**src/hw/rtl/gn3_pkg.sv**
```systemverilog
package gn3_pkg;

   localparam int TableSizeDefault = 256;
   localparam int CoordFracDefault = 16;

   localparam int CmdW   = 2;
   localparam int CoordW = 32;
   localparam int GradW  = 16;
   localparam int PermW  = 8;
   localparam int IdxInW = 8;
   localparam int OutW   = 20;

   localparam logic [CmdW-1:0] CMD_EVAL   = 2'd0;
   localparam logic [CmdW-1:0] CMD_PERM   = 2'd1;
   localparam logic [CmdW-1:0] CMD_GRAD   = 2'd2;
   localparam logic [CmdW-1:0] CMD_UNUSED = 2'd3;

   // request word packed in tdata, lowest field first
   typedef struct packed {
      logic signed [GradW-1:0]  grad_z;
      logic signed [GradW-1:0]  grad_y;
      logic signed [GradW-1:0]  grad_x;
      logic [PermW-1:0]         perm_entry;
      logic [IdxInW-1:0]        entry_index;
      logic signed [CoordW-1:0] coord_z;
      logic signed [CoordW-1:0] coord_y;
      logic signed [CoordW-1:0] coord_x;
      logic [CmdW-1:0]          command;
   } req_type;

   localparam int ReqW = $bits(req_type);
   localparam int ReqBytesW = ((ReqW + 7) / 8) * 8;

endpackage

```
**src/hw/rtl/gn3_front.sv**
```systemverilog
module gn3_front
   import gn3_pkg::*;
#(
   parameter int TABLE_SIZE      = TableSizeDefault,
   parameter int COORD_FRAC_BITS = CoordFracDefault,
   parameter int DEPTH           = 4
) (
   input  logic                clock,
   input  logic                reset,
   input  logic                in_valid,
   output logic                in_ready,
   input  req_type             in_req,
   output logic                q_valid,
   input  logic                q_ready,
   output req_type             q_req
);
   // small fifo between intake and the evaluation pipeline
   localparam int AW = $clog2(DEPTH);
   req_type           mem [DEPTH];
   logic [AW-1:0]     wp_ff, wp_in, rp_ff, rp_in;
   logic [AW:0]       cnt_ff, cnt_in;
   logic              push, pop;

   assign in_ready = (cnt_ff != (AW+1)'(DEPTH));
   assign q_valid  = (cnt_ff != '0);
   assign push     = in_valid && in_ready && (in_req.command != CMD_UNUSED);
   assign pop      = q_valid && q_ready;
   assign q_req    = mem[rp_ff];

   always_comb begin
      wp_in  = push ? ((wp_ff == AW'(DEPTH-1)) ? '0 : wp_ff + 1'b1) : wp_ff;
      rp_in  = pop  ? ((rp_ff == AW'(DEPTH-1)) ? '0 : rp_ff + 1'b1) : rp_ff;
      cnt_in = cnt_ff + (AW+1)'(push) - (AW+1)'(pop);
   end

   always_ff @(posedge clock) begin
      if (push) mem[wp_ff] <= in_req;
      if (reset) begin
         wp_ff <= '0; rp_ff <= '0; cnt_ff <= '0;
      end else begin
         wp_ff <= wp_in; rp_ff <= rp_in; cnt_ff <= cnt_in;
      end
   end
endmodule

```
**config.mk**
```make
export PLATFORM = sky130hd
export DESIGN_NAME = gn3_front
export DESIGN_NICKNAME = d
export VERILOG_FILES = /design/src/hw/rtl/gn3_pkg.sv /design/src/hw/rtl/gn3_front.sv
export SDC_FILE = /design/constraint.sdc
export NUM_CORES = 1
export LEC_CHECK = 0
export ABC_AREA = 0
export BUFFER_PORTS_ARGS = -buffer_cell sky130_fd_sc_hd__buf_2
export CAP_MARGIN = 20
export CORE_ASPECT_RATIO = 2
export CORE_MARGIN = 8
export CORE_UTILIZATION = 56
export CTS_CLUSTER_SIZE = 12
export DETAILED_ROUTE_END_ITERATION = 16
export GPL_TIMING_DRIVEN = 1
export PLACE_DENSITY_LB_ADDON = 0.2
export SETUP_SLACK_MARGIN = 0.3
export SYNTH_ARGS = -nofsm -noshare
export SYNTH_HDL_FRONTEND = slang
export SYNTH_SLANG_ARGS = --single-unit
```
**constraint.sdc**
```tcl
create_clock -name clock -period 5.38 [get_ports clock]
set_input_delay 0.538 -clock clock [delete_from_list [all_inputs] [get_ports clock]]
set_output_delay 0.538 -clock clock [all_outputs]
set_load 0.03 [all_outputs]
```
==> results.toml <==
[cells_and_area]
mostFrequentLayoutCells = "edfxtp_1, buf_2, mux4_2, clkbuf_16, clkbuf_1"
syn2layout_area_growth_pct = 16.3
layout_commonest_cell = "edfxtp_1"
design_area_sq_um = 27700
layout-drive-gt1-share = 0.450
nets = 1436
stdcell_count = 1828

[yosys]
yosys_warnings = 0
yosys_register_bits = 657
syn_inst = 897
syn_area_sq_um = 23800
ys_seq_area_frac = 0.824
synth_edf_count = 648
synth_cell_types = 24
avgSynthCellArea_sq_um = 26.6
syn_nets = 1071
async_flop_share = 0
synthFlopType = "edfxtp_1"

[critical_path]
r2r_cells = 4
r2r-start = "cnt_ff[1]"
worstSetupPathType = "reg -> out"
cp-end-kind = "primary output"
startpoint_type = "flop"
required_ns = 4.84
crit_arrival_ns = 2.93
cp_max_fo = 34

[drt]
vias_per_cell = 5.77
wl_um = 47300
route.detailed.drc = 0
ant_nets = 0
drtPass1Iterations = 4
post_drt_wl_per_cell_um = 25.9
num_vias = 10554
first_iter_violations = 720

[clocking]
insertion_delay_ns = 0.59
cts_buffer_depth = 3
root_buffer = "clkbuf_16"
post_cts_buffers = 0
path_clk_slew_ns = 0.06
cts_tree = "built"
ctsHtreeMaxLevel = 2
clock_sinks = 657
ctsHoldBuffers = 0
cts_resized = 0
cts_buffers = 61

[floorplan]
die_h_um = 308
die_w_um = 162
ios = 330
initial_core_util = 0.563
rows = 107
core_area_sq_um = 42300
dieArea_sq_um = 49800

[timing]
fin_crit_ns = 3.47
finClkSkew_ns = 0.0276
fin_ws_ns = 1.91
rsz0062_at_grt = "no"
fmax_ghz = 0.288
worst_slew_pin_slew_ns = 1.35
slew_viol_final = 0
tns_ns = 0
maxSlewHeadroom = 0.0975
hold_slack_ns = 0.161
finalHoldViolCount = 0
min_period_over_period = 0.645
setup_violations = 0

[placement]
place_area_sq_um = 26100
io_buffers = 329
dp_cells = 1744
dpl.hpwl_um = 28500
place.gp.congestion = 0.712
pre_cts_slack_ns = 2.44

[pwr]
ir_worst_vdd_uv = 429
powerDensity_nw_per_um2 = 476
leakagePower_uw = 0.00914

[hold_path]
holdCritPathClass = "in -> reg"
hold_path_depth = 1
worstHoldStart = "in_req[92]"

[status]
status = "finished clean"

[global_route]
grt_pass1_wl_um = 71500
grt_max_degree = 163
grt_overflow = 0
antenna_found_initial = 14
grt_usage = 0.191
grt_pass1_vias = 11591

[job]
max_cap_violations = 0
==> registers in the layout, indices dropped and copies added (netlist names), named ones only <==
signal / count
wp_ff: 2
mem: 648
rp_ff: 2
cnt_ff: 3
==> per-stage QoR <==
step	util	total power [uW]
after floorplan	-	8700
after global placement	0.617	9640
after detailed placement	0.617	9690
after CTS	0.654	13400
after global routing	0.654	13700
final	0.655	13200
==> metal layers <==
| metal | global-route usage | share of wire |
|---|---|---|
| met1 | 0.241 | 0.38 |
| met2 | 0.311 | 0.50 |
| met3 | 0.0668 | 0.094 |
| met4 | 0.0547 | 0.023 |
| met5 | 0 | 0.0018 |
==> cells by family after synthesis <==
family / count (synthesis) / share of synthesized area
and+or+nand+nor: 20 / 0.00494
xor gates and xnor gates: 1 / 0.000368
AOI/OAI and AO/OA: 2 / 0.000525
adders and majority gates: 8 / 0.00452
buffers and inverters: 44 / 0.0108
DFF: 657 / 0.824
muxes: 165 / 0.155
==> Yosys cell counts (all sizes together), types with 2 or more instances <==
cell,n,share of area
nor3,2,0.00042
mux4,162,0.15
ha,7,0.0037
clkbuf,10,0.0016
dfxtp,9,0.0076
nor2,4,0.00063
mux2i,2,0.00084
nand2,2,0.00032
and2,5,0.0016
buf,28,0.0082
edfxtp,648,0.82
inv,6,0.00095
nand2b,2,0.00053
or3,2,0.00058
==> power by group <==
| group | internal (uW) | total, uW | leakage, uW | switching, uW |
|---|---|---|---|---|
| Clock | 2020 | 3660 | 0.000777 | 1650 |
| Sequential | 6090 | 6250 | 0.00598 | 161 |
| Combinational | 1180 | 3270 | 0.00239 | 2090 |
==> worst max-delay path, cell delays in order, from the launching register on <==
cell and delay (ns):
dfxtp_4 0.81, buf_4 0.67, mux4_2 0.60, buf_2 0.19
==> path summary, 6_finish.rpt <==
kind	end	slack [ns]
max reg2reg	mem[0][32]	2.61
min reg2reg	flop	0.49
min	mem[2][92]	0.16
max	q_req[51]	1.91
==> area by class of cell <==
cell class	count	area, sq um
Clock buffer	74	1580
Sequential cell	657	19600
Clock inverter	3	17.5
Timing Repair Buffer	340	1800
Fill cell	2807	14600
Tap cell	545	682
Inverter	6	22.5
Antenna cell	7	17.5
Multi-Input combinational cell	196	3940
No activity file was read; power rests on OpenSTA's default activity.
